File: config.mk
export PLATFORM = sky130hd
export DESIGN_NAME = pmf_band
export DESIGN_NICKNAME = d
export VERILOG_FILES = /design/src/rtl/pmf_pkg.sv /design/src/rtl/pmf_band.sv
export SDC_FILE = /design/constraint.sdc
export NUM_CORES = 2
export LEC_CHECK = 0
export BUFFER_PORTS_ARGS = -buffer_cell sky130_fd_sc_hd__buf_2
export CORE_ASPECT_RATIO = 1.1
export CORE_MARGIN = 3
export CORE_UTILIZATION = 55
export DETAILED_ROUTE_END_ITERATION = 12
export PLACE_DENSITY = 0.71
export SYNTH_ARGS = -nofsm -noshare
export SYNTH_HDL_FRONTEND = slang
export SYNTH_SLANG_ARGS = --single-unit
File: constraint.sdc
create_clock -name clk -period 7.6 [get_ports clk]
set_input_delay 1.14 -clock clk [delete_from_list [all_inputs] [get_ports clk]]
set_output_delay 1.14 -clock clk [all_outputs]
set_load 0.05 [all_outputs]
File: src/rtl/pmf_pkg.sv
// Package for the per-symbol price move flagger.
// Holds the request and result types, the configuration set and register codes.
`timescale 1ns / 1ps
`default_nettype none
package pmf_pkg;

	localparam int NUM_SLOTS = 3;
	localparam int THR_W = 24;
	localparam int SYM_W = 64;
	localparam int PRICE_W = 48;
	localparam int ADDR_W = 6;
	localparam int DATA_W = 64;
	localparam logic [THR_W-1:0] THR_RESET = 24'd100000;

	localparam logic [2:0] REG_DEFAULT_THR = 3'd0;
	localparam logic [2:0] REG_OVR_SYM_A = 3'd1;
	localparam logic [2:0] REG_OVR_THR_A = 3'd2;
	localparam logic [2:0] REG_OVR_SYM_B = 3'd3;
	localparam logic [2:0] REG_OVR_THR_B = 3'd4;
	localparam logic [2:0] REG_OVR_SYM_C = 3'd5;
	localparam logic [2:0] REG_OVR_THR_C = 3'd6;

	typedef struct packed {
		logic [SYM_W-1:0] symbol;
		logic signed [PRICE_W-1:0] price;
	} in_t;

	typedef struct packed {
		logic critical;
		logic untracked;
	} out_t;

	typedef struct packed {
		logic valid;
		logic done;
		logic found;
		logic signed [PRICE_W-1:0] last;
	} token_t;

	typedef struct packed {
		logic [THR_W-1:0] default_thr;
		logic [NUM_SLOTS-1:0][SYM_W-1:0] ovr_sym;
		logic [NUM_SLOTS-1:0][THR_W-1:0] ovr_thr;
	} cfg_t;

endpackage
`default_nettype wire

File: src/rtl/pmf_band.sv
// Band check after the cell row: |new-last|*10000 against threshold*|last|.
// Depends on pmf_pkg for token_t and out_t.
`timescale 1ns / 1ps
`default_nettype none
module pmf_band (
	input  wire logic                                clk,
	input  wire logic                                arst_n,
	input  wire pmf_pkg::token_t                     tok,
	input  wire logic signed [pmf_pkg::PRICE_W-1:0]  price,
	input  wire logic [pmf_pkg::THR_W-1:0]           thr,
	output logic                                     out_valid,
	input  wire logic                                out_stall,
	output pmf_pkg::out_t                            out_data
);

	logic signed [pmf_pkg::PRICE_W:0] diff;
	logic [pmf_pkg::PRICE_W:0] diff_mag;
	logic [pmf_pkg::PRICE_W-1:0] last_mag;

	logic valid_s1;
	logic need_s1;
	logic untracked_s1;
	logic [47:0] ad_s1;
	logic [47:0] al_s1;

	logic valid_s2;
	logic need_s2;
	logic untracked_s2;
	logic [61:0] lhs_s2;
	logic [47:0] plo_s2;
	logic [47:0] phi_s2;

	logic [71:0] rhs;
	logic out_valid_q;
	pmf_pkg::out_t out_q;

	assign diff = {price[47], price} - {tok.last[47], tok.last};
	assign diff_mag = diff[48] ? (~diff + 49'd1) : diff;
	assign last_mag = tok.last[47] ? (~tok.last + 48'd1) : tok.last;
	assign rhs = {phi_s2, 24'd0} + {24'd0, plo_s2};
	assign out_valid = out_valid_q;
	assign out_data = out_q;

	always_ff @(posedge clk or negedge arst_n) begin
		if (!arst_n) begin
			valid_s1 <= 1'b0;
			valid_s2 <= 1'b0;
			out_valid_q <= 1'b0;
		end else begin
			valid_s1 <= tok.valid;
			valid_s2 <= valid_s1;
			if (valid_s2) begin
				out_valid_q <= 1'b1;
			end else if (!out_stall) begin
				out_valid_q <= 1'b0;
			end
		end
	end

	always_ff @(posedge clk) begin
		need_s1 <= tok.found && (tok.last != '0);
		untracked_s1 <= !tok.done;
		ad_s1 <= diff_mag[47:0];
		al_s1 <= last_mag;

		need_s2 <= need_s1;
		untracked_s2 <= untracked_s1;
		lhs_s2 <= {14'd0, ad_s1} * 62'd10000;
		plo_s2 <= {24'd0, thr} * {24'd0, al_s1[23:0]};
		phi_s2 <= {24'd0, thr} * {24'd0, al_s1[47:24]};

		if (valid_s2) begin
			out_q.critical <= need_s2 && ({10'd0, lhs_s2} > rhs);
			out_q.untracked <= untracked_s2;
		end
	end

endmodule
`default_nettype wire

# After elaboration in Yosys (flattened, before gate mapping)
# Cells that the tools add are included.
[totals]
input_bits = 126
out_inout_bits = 3
elab_cells = 34
ff_bits = 259
[classes]
eq_ne = 1
bitwise_logic = 2
n_addsub = 4
magnitude_cmp = 1
n_reduce_logical = 4
mul = 3
muxes = 4
[op_table]
columns = ["cell", "n"]
rows = [
  ["$add 48x1->48 const B", 2],
  ["$mul 24x24->48", 2],
  ["$not 48->48", 2],
  ["$add 72x48->72", 1],
  ["$gt 62x72->1", 1],
  ["$mul 48x10->58 const B", 1],
  ["$sub 48x48->49", 1],
  ["$mux 48", 1],
  ["$reduce_bool 48->1", 1],
  ["$mux 47", 1],
  ["$logic_and 1x1->1", 2],
  ["$mux 1", 2],
  ["$ne 2x1->1 const B", 1],
  ["$logic_not 1->1", 1],
]

# Logic depth before layout (Yosys ltp)
[logic_depth]
depth_word = 4
ltp_mapped = 29
ltp_nobuf = 27

# Worst setup path after synthesis
# No wires, ideal clock.
[synth_path]
path_type = "input-to-reg"
from = "input thr[17] (netlist name)"
to = "register plo_s2[45]"
required_time_ns = 7.528
n_path_buf = 2
arrival_ns = 7.910
path_slack_ns = -0.383
cell_stages = 27
setup_ns = 0.072
cell_sequence = "clkbuf_1 -> clkbuf_1 -> nand2_1 -> fa_1 -> inv_1 -> fa_1 -> inv_1 -> fa_1 -> fa_1 -> inv_1 -> fa_1 -> fa_1 -> inv_1 -> fa_1 -> inv_1 -> ha_1 -> a21o_1 -> a21oi_1 -> o21ai_0 -> a2111oi_0 -> nor4_1 -> or3_1 -> a21oi_1 -> o21ai_0 -> a21o_1 -> a311oi_1 -> xnor2_1"
[synth_via]
elab_chain_len = 1
[synth_lines]
columns = ["item", "line_no", "rtl"]
rows = [
  ["from (decl)", "pmf_band.sv:10", "input wire logic [pmf_pkg::THR_W-1:0] thr,"],
  ["$mul 24x24->48", "pmf_band.sv:69", "plo_s2 <= {24'd0, thr} * {24'd0, al_s1[23:0]};"],
  ["to (signal assigned)", "pmf_band.sv:69", ""],
  ["to (decl)", "pmf_band.sv:30", "logic [47:0] plo_s2;"],
]
# No other way between the ends.
# A chain may end at the register's enable or synchronous reset.

# Final worst setup path
[layout_path]
from = "input thr[8] (netlist name)"
to = "register plo_s2[47]"
# The elaborated chain is that of the path after synthesis.

==> impl_metrics.sql <==
INSERT INTO impl_metrics (metric_group, metric, value, unit) VALUES
('route', 'drt_iter0_drc', '2531', ''),
('global_route', 'number_of_global_route_vias_before_repair', '48700', ''),
('placement', 'dp_wirelength', '134000', 'µm'),
('route', 'post_route_wl', '158500', 'µm'),
('global_route', 'antenna_found_initial', '7', ''),
('setup_path', 'crit_path_start', 'thr[8]', ''),
('die', 'floorplan.initialDensity', '55.89', '%'),
('placement', 'place_area', '63240', 'µm²'),
('setup_path', 'setup.worst_path.end', 'plo_s2[47]', ''),
('finish', 'design_area', '64580', 'µm²'),
('setup_path', 'setup.worst_path.start_class', 'input pin', ''),
('die', 'num_rows', '124', ''),
('setup_path', 'slowest_stage', 'or4_4', ''),
('worst_hold_path', 'hp-class', 'input pin to async pin', ''),
('sta', 'fin_hold_ws', '0.3142', 'ns'),
('setup_path', 'ff2ff_path_depth', '27', ''),
('finish', 'final_layout_size_suffix_gt1_share', '8.887', '%'),
('finish', 'area.sequential', '5221', 'µm²'),
('setup_path', 'cpPeakStageDelay', '0.58', 'ns'),
('die', 'die-height', '348.4', 'µm'),
('global_route', 'globalRouteOverflowTotal', '0', ''),
('finish', 'num-fill-cells', '9075', ''),
('setup_path', 'rr_startpoint', 'al_s1[9]', ''),
('sta', 'period_utilization', '98.11', '%'),
('sta', 'tightestPinTransition', '0.9743', 'ns'),
('clock_tree', 'depth_of_the_cts_h_tree', '1', ''),
('sta', 'setup_viol', '0', ''),
('setup_path', 'timing.critical_path.to_type', 'flop', ''),
('outcome', 'outcome', 'complete, no violations', ''),
('finish', 'multi_input_area', '47220', 'µm²'),
('synth', 'synthesis.nets', '8450', ''),
('setup_path', 'critPathTopFamily', 'adder cells', ''),
('route', 'detail-route-antenna-nets', '0', ''),
('sta', 'report.final.slew_viol_count', '0', ''),
('synth', 'flip_flop_and_latch_count_after_synthesis', '259', ''),
('placement', 'routabilityCongestion', '0.9335', ''),
('finish', 'number_of_nets_in_the_final_layout', '8697', ''),
('global_route', 'groute.usage.overall', '29.59', '%'),
('run', 'max_cap_violations', '0', ''),
('global_route', 'grt_first_pass_wirelength', '258300', 'µm'),
('sta', 'timing.final.crit_period', '7.457', 'ns'),
('synth', 'synth.lib_cells_used.distinct', '94', ''),
('clock_tree', 'clock_sink_total', '259', ''),
('die', 'die-width', '317.3', 'µm'),
('finish', 'area_growth_syn_to_layout', '10.17', '%'),
('placement', 'placement.io_buffers', '128', ''),
('synth', 'mappedNetlistArea', '58620', 'µm²'),
('route', 'viasPerCell', '5.509', ''),
('clock_tree', 'clock_latency', '0.66', 'ns'),
('setup_path', 'worstPathArrival', '7.99', 'ns'),
('clock_tree', 'clock_tree.root_cell', 'clkbuf_16', ''),
('synth', 'ys_seq_area_share', '8.905', '%'),
('setup_path', 'cp.depth', '27', ''),
('setup_path', 'reg2reg_to', 'plo_s2[47]', ''),
('die', 'area_of_the_core_region', '104900', 'µm²'),
('global_route', 'grt_start_max_net_pins', '47', ''),
('synth', 'syn_avg_cell_area', '8.907', 'µm²'),
('synth', 'post_synth_inst_count', '6581', ''),
('setup_path', 'cp_data_required_time', '8.13', 'ns'),
('clock_tree', 'cts_tree', 'done', ''),
('synth', 'async_flop_share', '1.158', '%'),
('sta', 'max_clock_freq', '0.1341', 'GHz'),
('synth', 'synth-edff-count', '2', ''),
('clock_tree', 'tritoncts.num_buffers', '31', ''),
('sta', 'timing.slew.headroom', '34.13', '%'),
('route', 'routed_wire_length_per_instance', '19.23', 'µm'),
('clock_tree', 'path_clk_slew', '0.06', 'ns'),
('route', 'vias', '45400', ''),
('setup_path', 'timing.critical_path.fanout_max', '9', ''),
('sta', 'report.final.hold_viol_count', '0', ''),
('synth', 'ys_warn_count', '0', ''),
('setup_path', 'worst-setup-path-type', 'input pin to flop', ''),
('setup_path', 'critical_path.most_common_cell', 'fa_1', ''),
('setup_path', 'worst-r2r-setup-slack', '0.39', 'ns'),
('setup_path', 'critical_path_buf_inv_count', '9', ''),
('die', 'die-area', '110500', 'µm²'),
('route', 'drt_first_pass_iters', '6', ''),
('route', 'drt_drc_violations_left', '0', ''),
('sta', 'fin_worst_skew', '0.05563', 'ns'),
('finish', 'most_frequent_cells_in_the_layout', 'inv_1 (1,428), fa_1 (1,096), nand2_1 (699)', ''),
('clock_tree', 'clock_tree.buffer_depth', '3', ''),
('die', 'boundaryPins', '129', ''),
('finish', 'layout_commonest_cell', 'inv_1', ''),
('synth', 'most_used_flip_flop_cell_after_synthesis', 'dfxtp_1', '');
routing by layer:
layer	vias up	global-route usage (%)	share of wire [%]	wire, µm
met3	362	4.406	6.5	10300
met4	4	11.34	4.7	7480
met1	22860	37.86	40	63320
met5	-	0	0.017	27
li1	20750	-	-	-
met2	1426	50.60	49	77360
worst min path at each step:
stage / to / cells after the start / from / slack [ns]
after detailed placement: untracked_s2 / 0 / untracked_s1 / 0.32
after global routing: valid_s1 / 1 / arst_n / 0.29
after global placement: untracked_s2 / 0 / untracked_s1 / 0.31
after CTS: valid_s2 / 1 / arst_n / 0.28
final: valid_s2 / 1 / arst_n / 0.31
after floorplan: need_s2 / 0 / need_s1 / 0.31
final cells by class:
| type | instances | area share [%] |
|---|---|---|
| multi-input combinational | 4630 | 73.12 |
| antenna | 2 | 0.007750 |
| clock inverter | 22 | 0.3797 |
| timing repair buffer | 478 | 6.117 |
| tap | 1386 | 2.685 |
| inverter | 1428 | 8.300 |
| clock buffer | 36 | 1.310 |
| sequential | 259 | 8.085 |
cell usage after synthesis, types with 20 or more instances:
library cell  number  area [µm²]
or3_1             24       150.1
o21ai_0          138       690.7
nand2b_1          36       225.2
o21bai_1          40       300.3
a211oi_1          20       150.1
fa_1            1097       21960
a21oi_1          239        1196
a21o_1           122       915.9
xnor2_1          202        1769
nor2b_1           41       256.5
nand2_1          699        2624
o31ai_1           31       232.7
a31oi_1           33       206.5
nor3_1            40       200.2
o21a_1            32       240.2
nor2_1           151       566.8
and2_1           617        3860
ha_1             646        8083
xor2_1            92       805.8
dfxtp_1          254        5085
clkbuf_1         250       938.4
and3_1            26       162.7
nand3_1           49       245.2
inv_1           1428        5360
nand4_1           51       319.1
logic make-up (layout without fill, tap and decap cells):
family | after synthesis | count (layout) | synth area share (%)
simple gates | 1801 | 1801 | 15.68
fa+ha+maj | 1743 | 1743 | 51.25
flops | 259 | 259 | 8.905
mux | 7 | 7 | 0.1238
other cells | 0 | 2 | 0
compound gates | 785 | 785 | 8.758
buf+inv | 1692 | 1964 | 10.89
xor+xnor | 294 | 294 | 4.393
metrics by stage:
step / util, % / setup TNS (ns) / cells / setup slack [ns]
after global routing: 61.57 / -0.02144 / 8239 / -0.02144
after detailed placement: 60.29 / -17.43 / 8179 / -0.9895
after CTS: 61.38 / -0.02250 / 8237 / -0.02250
after floorplan: - / -0.009842 / 6581 / -0.009842
final: 61.57 / 0 / 8241 / 0.1435
after global placement: 60.29 / -15.43 / 8179 / -0.8427
registers in the layout, indices dropped and copies added, names as in the netlist:
register,cells
untracked_s1,1
al_s1,48
phi_s2,48
need_s2,1
lhs_s2,58
plo_s2,48
ad_s1,48
valid_s2,1
out_data,2
need_s1,1
out_valid,1
untracked_s2,1
valid_s1,1
timing repair:
item                                    in CTS  in global routing
buffers inserted                             0                  2
hold buffers                                 0                  0
endpoints found under the setup margin       9                 19
hold endpoints to repair                     0                  0
resized for setup                           13                 49
pin swaps                                    1                 17
Power is left out: the tool's default activity adds up to more than one toggle a clock period on the data nets, which glitch-free logic cannot reach.
