$ cat src/rtl/pmf_pkg.sv
// Package for the per-symbol price move flagger.
// Holds the request and result types, the configuration set and register codes.
`timescale 1ns / 1ps
`default_nettype none
package pmf_pkg;

	localparam int NUM_SLOTS = 3;
	localparam int THR_W = 24;
	localparam int SYM_W = 64;
	localparam int PRICE_W = 48;
	localparam int ADDR_W = 6;
	localparam int DATA_W = 64;
	localparam logic [THR_W-1:0] THR_RESET = 24'd100000;

	localparam logic [2:0] REG_DEFAULT_THR = 3'd0;
	localparam logic [2:0] REG_OVR_SYM_A = 3'd1;
	localparam logic [2:0] REG_OVR_THR_A = 3'd2;
	localparam logic [2:0] REG_OVR_SYM_B = 3'd3;
	localparam logic [2:0] REG_OVR_THR_B = 3'd4;
	localparam logic [2:0] REG_OVR_SYM_C = 3'd5;
	localparam logic [2:0] REG_OVR_THR_C = 3'd6;

	typedef struct packed {
		logic [SYM_W-1:0] symbol;
		logic signed [PRICE_W-1:0] price;
	} in_t;

	typedef struct packed {
		logic critical;
		logic untracked;
	} out_t;

	typedef struct packed {
		logic valid;
		logic done;
		logic found;
		logic signed [PRICE_W-1:0] last;
	} token_t;

	typedef struct packed {
		logic [THR_W-1:0] default_thr;
		logic [NUM_SLOTS-1:0][SYM_W-1:0] ovr_sym;
		logic [NUM_SLOTS-1:0][THR_W-1:0] ovr_thr;
	} cfg_t;

endpackage
`default_nettype wire

$ cat src/rtl/pmf_cfg.sv
// Configuration register file with the APB-style write and read port.
// Depends on pmf_pkg for the register codes and the cfg_t bundle.
`timescale 1ns / 1ps
`default_nettype none
module pmf_cfg (
	input  wire logic                          clk,
	input  wire logic                          arst_n,
	input  wire logic                          psel,
	input  wire logic                          penable,
	input  wire logic                          pwrite,
	input  wire logic [pmf_pkg::ADDR_W-1:0]    paddr,
	input  wire logic [pmf_pkg::DATA_W-1:0]    pwdata,
	output logic      [pmf_pkg::DATA_W-1:0]    prdata,
	output pmf_pkg::cfg_t                      cfg
);

	pmf_pkg::cfg_t cfg_q;
	logic [2:0] idx;
	logic wr_en;

	assign idx = paddr[pmf_pkg::ADDR_W-1:3];
	assign wr_en = psel && penable && pwrite;
	assign cfg = cfg_q;

	always_ff @(posedge clk or negedge arst_n) begin
		if (!arst_n) begin
			cfg_q.default_thr <= pmf_pkg::THR_RESET;
			for (int k = 0; k < pmf_pkg::NUM_SLOTS; k++) begin
				cfg_q.ovr_sym[k] <= '0;
				cfg_q.ovr_thr[k] <= pmf_pkg::THR_RESET;
			end
		end else if (wr_en) begin
			case (idx)
				pmf_pkg::REG_DEFAULT_THR: cfg_q.default_thr <= pwdata[pmf_pkg::THR_W-1:0];
				pmf_pkg::REG_OVR_SYM_A: cfg_q.ovr_sym[0] <= pwdata;
				pmf_pkg::REG_OVR_THR_A: cfg_q.ovr_thr[0] <= pwdata[pmf_pkg::THR_W-1:0];
				pmf_pkg::REG_OVR_SYM_B: cfg_q.ovr_sym[1] <= pwdata;
				pmf_pkg::REG_OVR_THR_B: cfg_q.ovr_thr[1] <= pwdata[pmf_pkg::THR_W-1:0];
				pmf_pkg::REG_OVR_SYM_C: cfg_q.ovr_sym[2] <= pwdata;
				pmf_pkg::REG_OVR_THR_C: cfg_q.ovr_thr[2] <= pwdata[pmf_pkg::THR_W-1:0];
				default: ;
			endcase
		end
	end

	always_comb begin
		case (idx)
			pmf_pkg::REG_DEFAULT_THR: prdata = {40'd0, cfg_q.default_thr};
			pmf_pkg::REG_OVR_SYM_A: prdata = cfg_q.ovr_sym[0];
			pmf_pkg::REG_OVR_THR_A: prdata = {40'd0, cfg_q.ovr_thr[0]};
			pmf_pkg::REG_OVR_SYM_B: prdata = cfg_q.ovr_sym[1];
			pmf_pkg::REG_OVR_THR_B: prdata = {40'd0, cfg_q.ovr_thr[1]};
			pmf_pkg::REG_OVR_SYM_C: prdata = cfg_q.ovr_sym[2];
			pmf_pkg::REG_OVR_THR_C: prdata = {40'd0, cfg_q.ovr_thr[2]};
			default: prdata = '0;
		endcase
	end

endmodule
`default_nettype wire

$ cat config.mk
export PLATFORM = sky130hd
export DESIGN_NAME = pmf_cfg
export DESIGN_NICKNAME = d
export VERILOG_FILES = /design/src/rtl/pmf_pkg.sv /design/src/rtl/pmf_cfg.sv
export SDC_FILE = /design/constraint.sdc
export NUM_CORES = 1
export LEC_CHECK = 0
export ABC_AREA = 1
export BUFFER_PORTS_ARGS = -buffer_cell sky130_fd_sc_hd__buf_2
export CAP_MARGIN = 20
export CORE_UTILIZATION = 50
export CTS_BUF_LIST = sky130_fd_sc_hd__clkbuf_8 sky130_fd_sc_hd__clkbuf_16
export CTS_CLUSTER_DIAMETER = 120
export DETAILED_ROUTE_END_ITERATION = 8
export PLACE_DENSITY = 0.79
export SETUP_SLACK_MARGIN = 0.1
export SLEW_MARGIN = 25
export SYNTH_ARGS = -nofsm -noshare
export SYNTH_HDL_FRONTEND = slang
export SYNTH_SLANG_ARGS = --single-unit
$ cat constraint.sdc
create_clock -name clk -period 1.1 [get_ports clk]
set_clock_uncertainty 0.15 [all_clocks]
set_input_delay 0 -clock clk [delete_from_list [all_inputs] [get_ports clk]]
set_output_delay 0 -clock clk [all_outputs]
set_load 0.005 [all_outputs]
# [Word-level counts from Yosys, hierarchy flattened]
# Index checks and enable logic that the tools add are counted.
[classes] eq_ne=6 mux=1 reduce_logical=10
[op_table] operator="$pmux W64 S7" n=1
[op_table] operator="$reduce_and A2 Y1" n=7
[op_table] operator="$eq A3 B3 Y1 const B" n=3
[op_table] operator="$eq A3 B2 Y1 const B" n=2
[op_table] operator="$eq A3 B1 Y1 const B" n=1
[op_table] operator="$logic_not A3 Y1" n=1
[op_table] operator="$logic_and A1 B1 Y1" n=2
[word_totals] ff_bits=288 inputBits=75 wordCells=24

# [Depth between registers and ports, before layout]
[logic_depth] depth_word=3 depth_mapped=8

# [Worst setup path after synthesis]
# No wires, ideal clock.
[synth_timing] path_kind="input to register" from="input paddr[3] (netlist name)" to="register cfg_q, in the netlist cfg[193]" setup_ps=121 arrival_time_ps=855 setup_slack_ps=-25 cell_stages=8 cell_sequence="buf_4 -> nand2_1 -> nor2_2 -> nand2_1 -> buf_2 -> buf_2 -> nand2_1 -> o21ai_1"
[synth_via] elab_chain_len=2
[synth_lines] element="from (decl)" line="pmf_cfg.sv:11" source="input wire logic [pmf_pkg::ADDR_W-1:0] paddr,"
[synth_lines] element="$eq A3 B2 Y1" line="pmf_cfg.sv:33" source="case (idx)"
[synth_lines] element="$reduce_and A2 Y1 (no line)"
[synth_lines] element="to (decl)" line="pmf_cfg.sv:17" source="pmf_pkg::cfg_t cfg_q;"
# Every way passes these cells.
# A chain may end at the register's enable or synchronous reset.

# [Worst setup path after layout]
[layout_timing] from="register cfg_q, in the netlist cfg[16]" to="output prdata[16] (netlist name)"
[layout_via] elab_chain_len=1
[layout_lines] element="$pmux W64 S7" line="pmf_cfg.sv:47" source="case (idx)"
[layout_lines] element="to (decl)" line="pmf_cfg.sv:13" source="output logic [pmf_pkg::DATA_W-1:0] prdata,"
# Every way passes these cells.

==> run summary <==
transition time at the pin with the least slew margin -> 1.077 ns
portion of the clock cycle consumed by the worst path in the final layout -> 160.6%
Mean Syn Cell Area -> 8.073 um^2
category of the critical setup timing path -> register to output port
met2 wire len -> 29.35 mm
global-route usage over all layers -> 41.74%
accumulated negative setup slack -> -100.40 ns
Via density -> 6.207
Starting Density -> 51.27%
Worst Path Arrival -> 1.62 ns
number of primary I/O pins -> 427
number of storage elements in the synthesis netlist -> 288
highest metal layer with signal wires -> met5
hold-fix buffers at CTS -> 65
post-DR wirelength/cell -> 23.91 um
via total after detailed routing -> 17320
residual overflow from global routing -> 0
tightest slew margin relative to the limit -> 27.47%
endpoints failing setup -> 366
vias in the first global route -> 15700
maximum number of pins on one net before global-route repair -> 51
final antenna-violating net count -> 0
Core Box Area -> 26280 um^2
number of warnings issued by yosys -> 0
unrepaired setup endpoints after global routing -> true
number of antenna violations at the first check in global routing -> 9
leak pwr -> 11.80 nW
routed length on met1 -> 22.25 mm
worst skew pair latency -> 0.56 ns
global-route wire length before repair -> 89.73 mm
Total Power -> 39.85 mW
Iter 0 DRT Violations -> 2991
Placed Cells -> 2475
number of sinks driven by the clock tree -> 288
Port Buffers -> 423
fraction of power spent switching nets -> 32.94%
outcome -> complete, but fails checks
Max Root-Sink Buffers -> 3
Pins Over Slew Limit -> 0
cell count after synthesis -> 1669
first-pass iteration count of the detailed router -> 9
layout cell share with drive strength beyond 1 -> 40.73%
worst path required time -> 0.95 ns
cell area after technology mapping -> 13470 um^2
final setup slack of the worst path -> -0.6663 ns
Startpoint Class -> register
TritonCTS clock tree -> built
sequential cell area fraction in the yosys report -> 53.71%
Final Non-Filler Cells -> 2790
IR Drop Worst-Case VDD -> 1.441 mV
kind of path behind the tightest hold check -> input port to asynchronous set/reset pin
cell internal power dissipation -> 26.72 mW
area growth from synthesis to layout -> 67.54%
Clk pin slew, worst setup/hold paths -> 0.06 ns
sum of routed wire length over all layers -> 66.72 mm
GPL Wtd Cong -> 0.9348
Max-Cap Viols -> 0
number of hold violations in the final report -> 43
number of nets in the finished design -> 2499
WL met3 -> 9.686 mm
Max Freq -> 566.2 MHz
drt drc -> 120
die width -> 166.2 um
endpoint kind of the worst setup timing path -> output port
proportion of power drawn by combinational gates -> 35.6%
row count -> 59
height of the die -> 166.2 um
DIE AREA -> 27610 um^2
share of total power in sequential cells -> 37.2%
clock buffers created by TritonCTS -> 30
highest fanout seen on the critical path -> 2
CTS H-tree lvls -> 1
syn_nets -> 1744
final hold slack -> -0.2499 ns
worst setup slack for register-to-register paths -> -0.59 ns
Switching Power -> 13.13 mW
unique cell type count in the Yosys netlist -> 21
clock share of power -> 27.1%
violated checks -> design-rule violations, negative hold slack, negative setup slack
max FFs per register -> 288
pre-CTS setup slack -> -0.3138 ns
Pwr Density -> 1765 nW/um^2
HPWL after detailed placement -> 35.49 mm
minimum period implied by the final worst setup slack -> 1.766 ns
clock root cell -> sky130_fd_sc_hd__clkbuf_16
[layer usage]
metal | vias up | GRT usage [%]
met5 | - | 0
met1 | 7929 | 52.59
met3 | 560 | 9.557
li1 | 6988 | -
met4 | 4 | 24.01
met2 | 1837 | 66.39
[metrics by stage]
| step | area [um^2] | utilization, % |
|---|---|---|
| after floorplan | 13690 | - |
| after global routing | 22570 | 85.90 |
| after CTS | 21180 | 80.59 |
| after global placement | 17300 | 65.83 |
| final | 22570 | 85.90 |
| after detailed placement | 17300 | 65.83 |
[synthesized netlist by cell type]
cell	number	area share, %
sky130_fd_sc_hd__clkbuf_1	40	1.1
sky130_fd_sc_hd__nand3_4	1	0.13
sky130_fd_sc_hd__inv_2	3	0.084
sky130_fd_sc_hd__nor2_1	73	2.0
sky130_fd_sc_hd__dfrtp_1	264	49
sky130_fd_sc_hd__nor2_4	4	0.33
sky130_fd_sc_hd__buf_6	8	0.67
sky130_fd_sc_hd__nand4_1	96	4.5
sky130_fd_sc_hd__buf_1	13	0.36
sky130_fd_sc_hd__nand3_1	49	1.8
sky130_fd_sc_hd__nand2_1	564	16
sky130_fd_sc_hd__o21ai_1	152	5.6
sky130_fd_sc_hd__nor2_2	3	0.14
sky130_fd_sc_hd__o21ai_0	136	5.1
sky130_fd_sc_hd__nand2_2	3	0.14
sky130_fd_sc_hd__o211ai_1	40	2.2
sky130_fd_sc_hd__dfstp_2	24	4.7
sky130_fd_sc_hd__nand3_2	2	0.15
sky130_fd_sc_hd__buf_2	52	1.9
sky130_fd_sc_hd__inv_1	130	3.6
sky130_fd_sc_hd__buf_4	12	0.67
[power groups by stage]
| stage | Sequential [mW] | Clock (mW) | Combinational (mW) |
|---|---|---|---|
| CTS | 14.4 | 10.6 | 11.3 |
| global route | 14.9 | 11.2 | 14.8 |
| detailed placement | 14.4 | 0 | 7.97 |
| floorplan | 14.4 | 0 | 2.64 |
| global placement | 14.4 | 0 | 7.74 |
| finish | 14.8 | 10.8 | 14.2 |
[area by class of cell]
cell class / instances / area [um^2]
timing repair buffer: 848 / 7915
sequential: 288 / 7242
multi-input combinational: 1123 / 5461
fill: 1316 / 3706
clock buffer: 32 / 789.5
inverter: 133 / 504.2
tap: 335 / 419.2
clock inverter: 24 / 225.2
antenna: 7 / 17.52
[critical path, cell delays in order, from the launching register on]
cell and delay, ns:
sky130_fd_sc_hd__dfstp_2 0.55, sky130_fd_sc_hd__nand4_1 0.11, sky130_fd_sc_hd__nand2_1 0.14, sky130_fd_sc_hd__nor2_2 0.06, sky130_fd_sc_hd__nand2_1 0.08, sky130_fd_sc_hd__buf_2 0.12
[worst paths after layout]
| path | end | cells past startpoint | start |
|---|---|---|---|
| setup / recovery | prdata[16] | 5 | cfg[16] |
| hold / removal | cfg[286] | 2 | arst_n |
| max in group asynchronous | cfg[155] | 3 | arst_n |
| setup reg to reg | cfg[239] | 2 | cfg[239] |
| min in group clk | cfg[265] | 5 | penable |
| hold reg to reg | cfg[79] | 2 | cfg[79] |
[placed cells by master, fill, tap and decap left out, types with 2 or more instances in the layout]
cell type and instances:
sky130_fd_sc_hd__inv_1 110, sky130_fd_sc_hd__dfstp_2 24, sky130_fd_sc_hd__o21ai_0 118, sky130_fd_sc_hd__inv_6 2
sky130_fd_sc_hd__clkinv_2 7, sky130_fd_sc_hd__buf_2 244, sky130_fd_sc_hd__buf_12 45, sky130_fd_sc_hd__nand3_2 10
sky130_fd_sc_hd__clkinvlp_4 3, sky130_fd_sc_hd__nand2_2 38, sky130_fd_sc_hd__o21ai_2 14, sky130_fd_sc_hd__buf_6 380
sky130_fd_sc_hd__buf_4 113, sky130_fd_sc_hd__nand2_4 7, sky130_fd_sc_hd__nor2_2 23, sky130_fd_sc_hd__inv_2 29
sky130_fd_sc_hd__dfrtp_1 260, sky130_fd_sc_hd__nand2_1 522, sky130_fd_sc_hd__nor2_4 13, sky130_fd_sc_hd__nor2_1 44
sky130_fd_sc_hd__dfrtp_2 4, sky130_fd_sc_hd__dlygate4sd3_1 65, sky130_fd_sc_hd__bufinv_16 4, sky130_fd_sc_hd__nand3_1 40
sky130_fd_sc_hd__nand4_1 96, sky130_fd_sc_hd__diode_2 7, sky130_fd_sc_hd__nand3_4 2, sky130_fd_sc_hd__clkbuf_16 31
sky130_fd_sc_hd__inv_4 2, sky130_fd_sc_hd__o211ai_1 40, sky130_fd_sc_hd__o21ai_1 156
[kinds of logic after synthesis]
kind of cell | after synthesis | synth area share, %
AO/OA/AOI/OAI | 328 | 12.93
buffers and inverters | 258 | 8.450
flip-flops | 288 | 53.71
AND/OR/NAND/NOR | 795 | 24.91
[what timing repair did]
item | CTS | global route
setup buffers | 114 | 130
pin swaps | 120 | 66
setup endpoints to repair | 354 | 391
hold endpoints to repair | 576 | 28
gates resized for setup | 338 | 237
cloned | 0 | 0
Power figures use the tool's default switching activity.
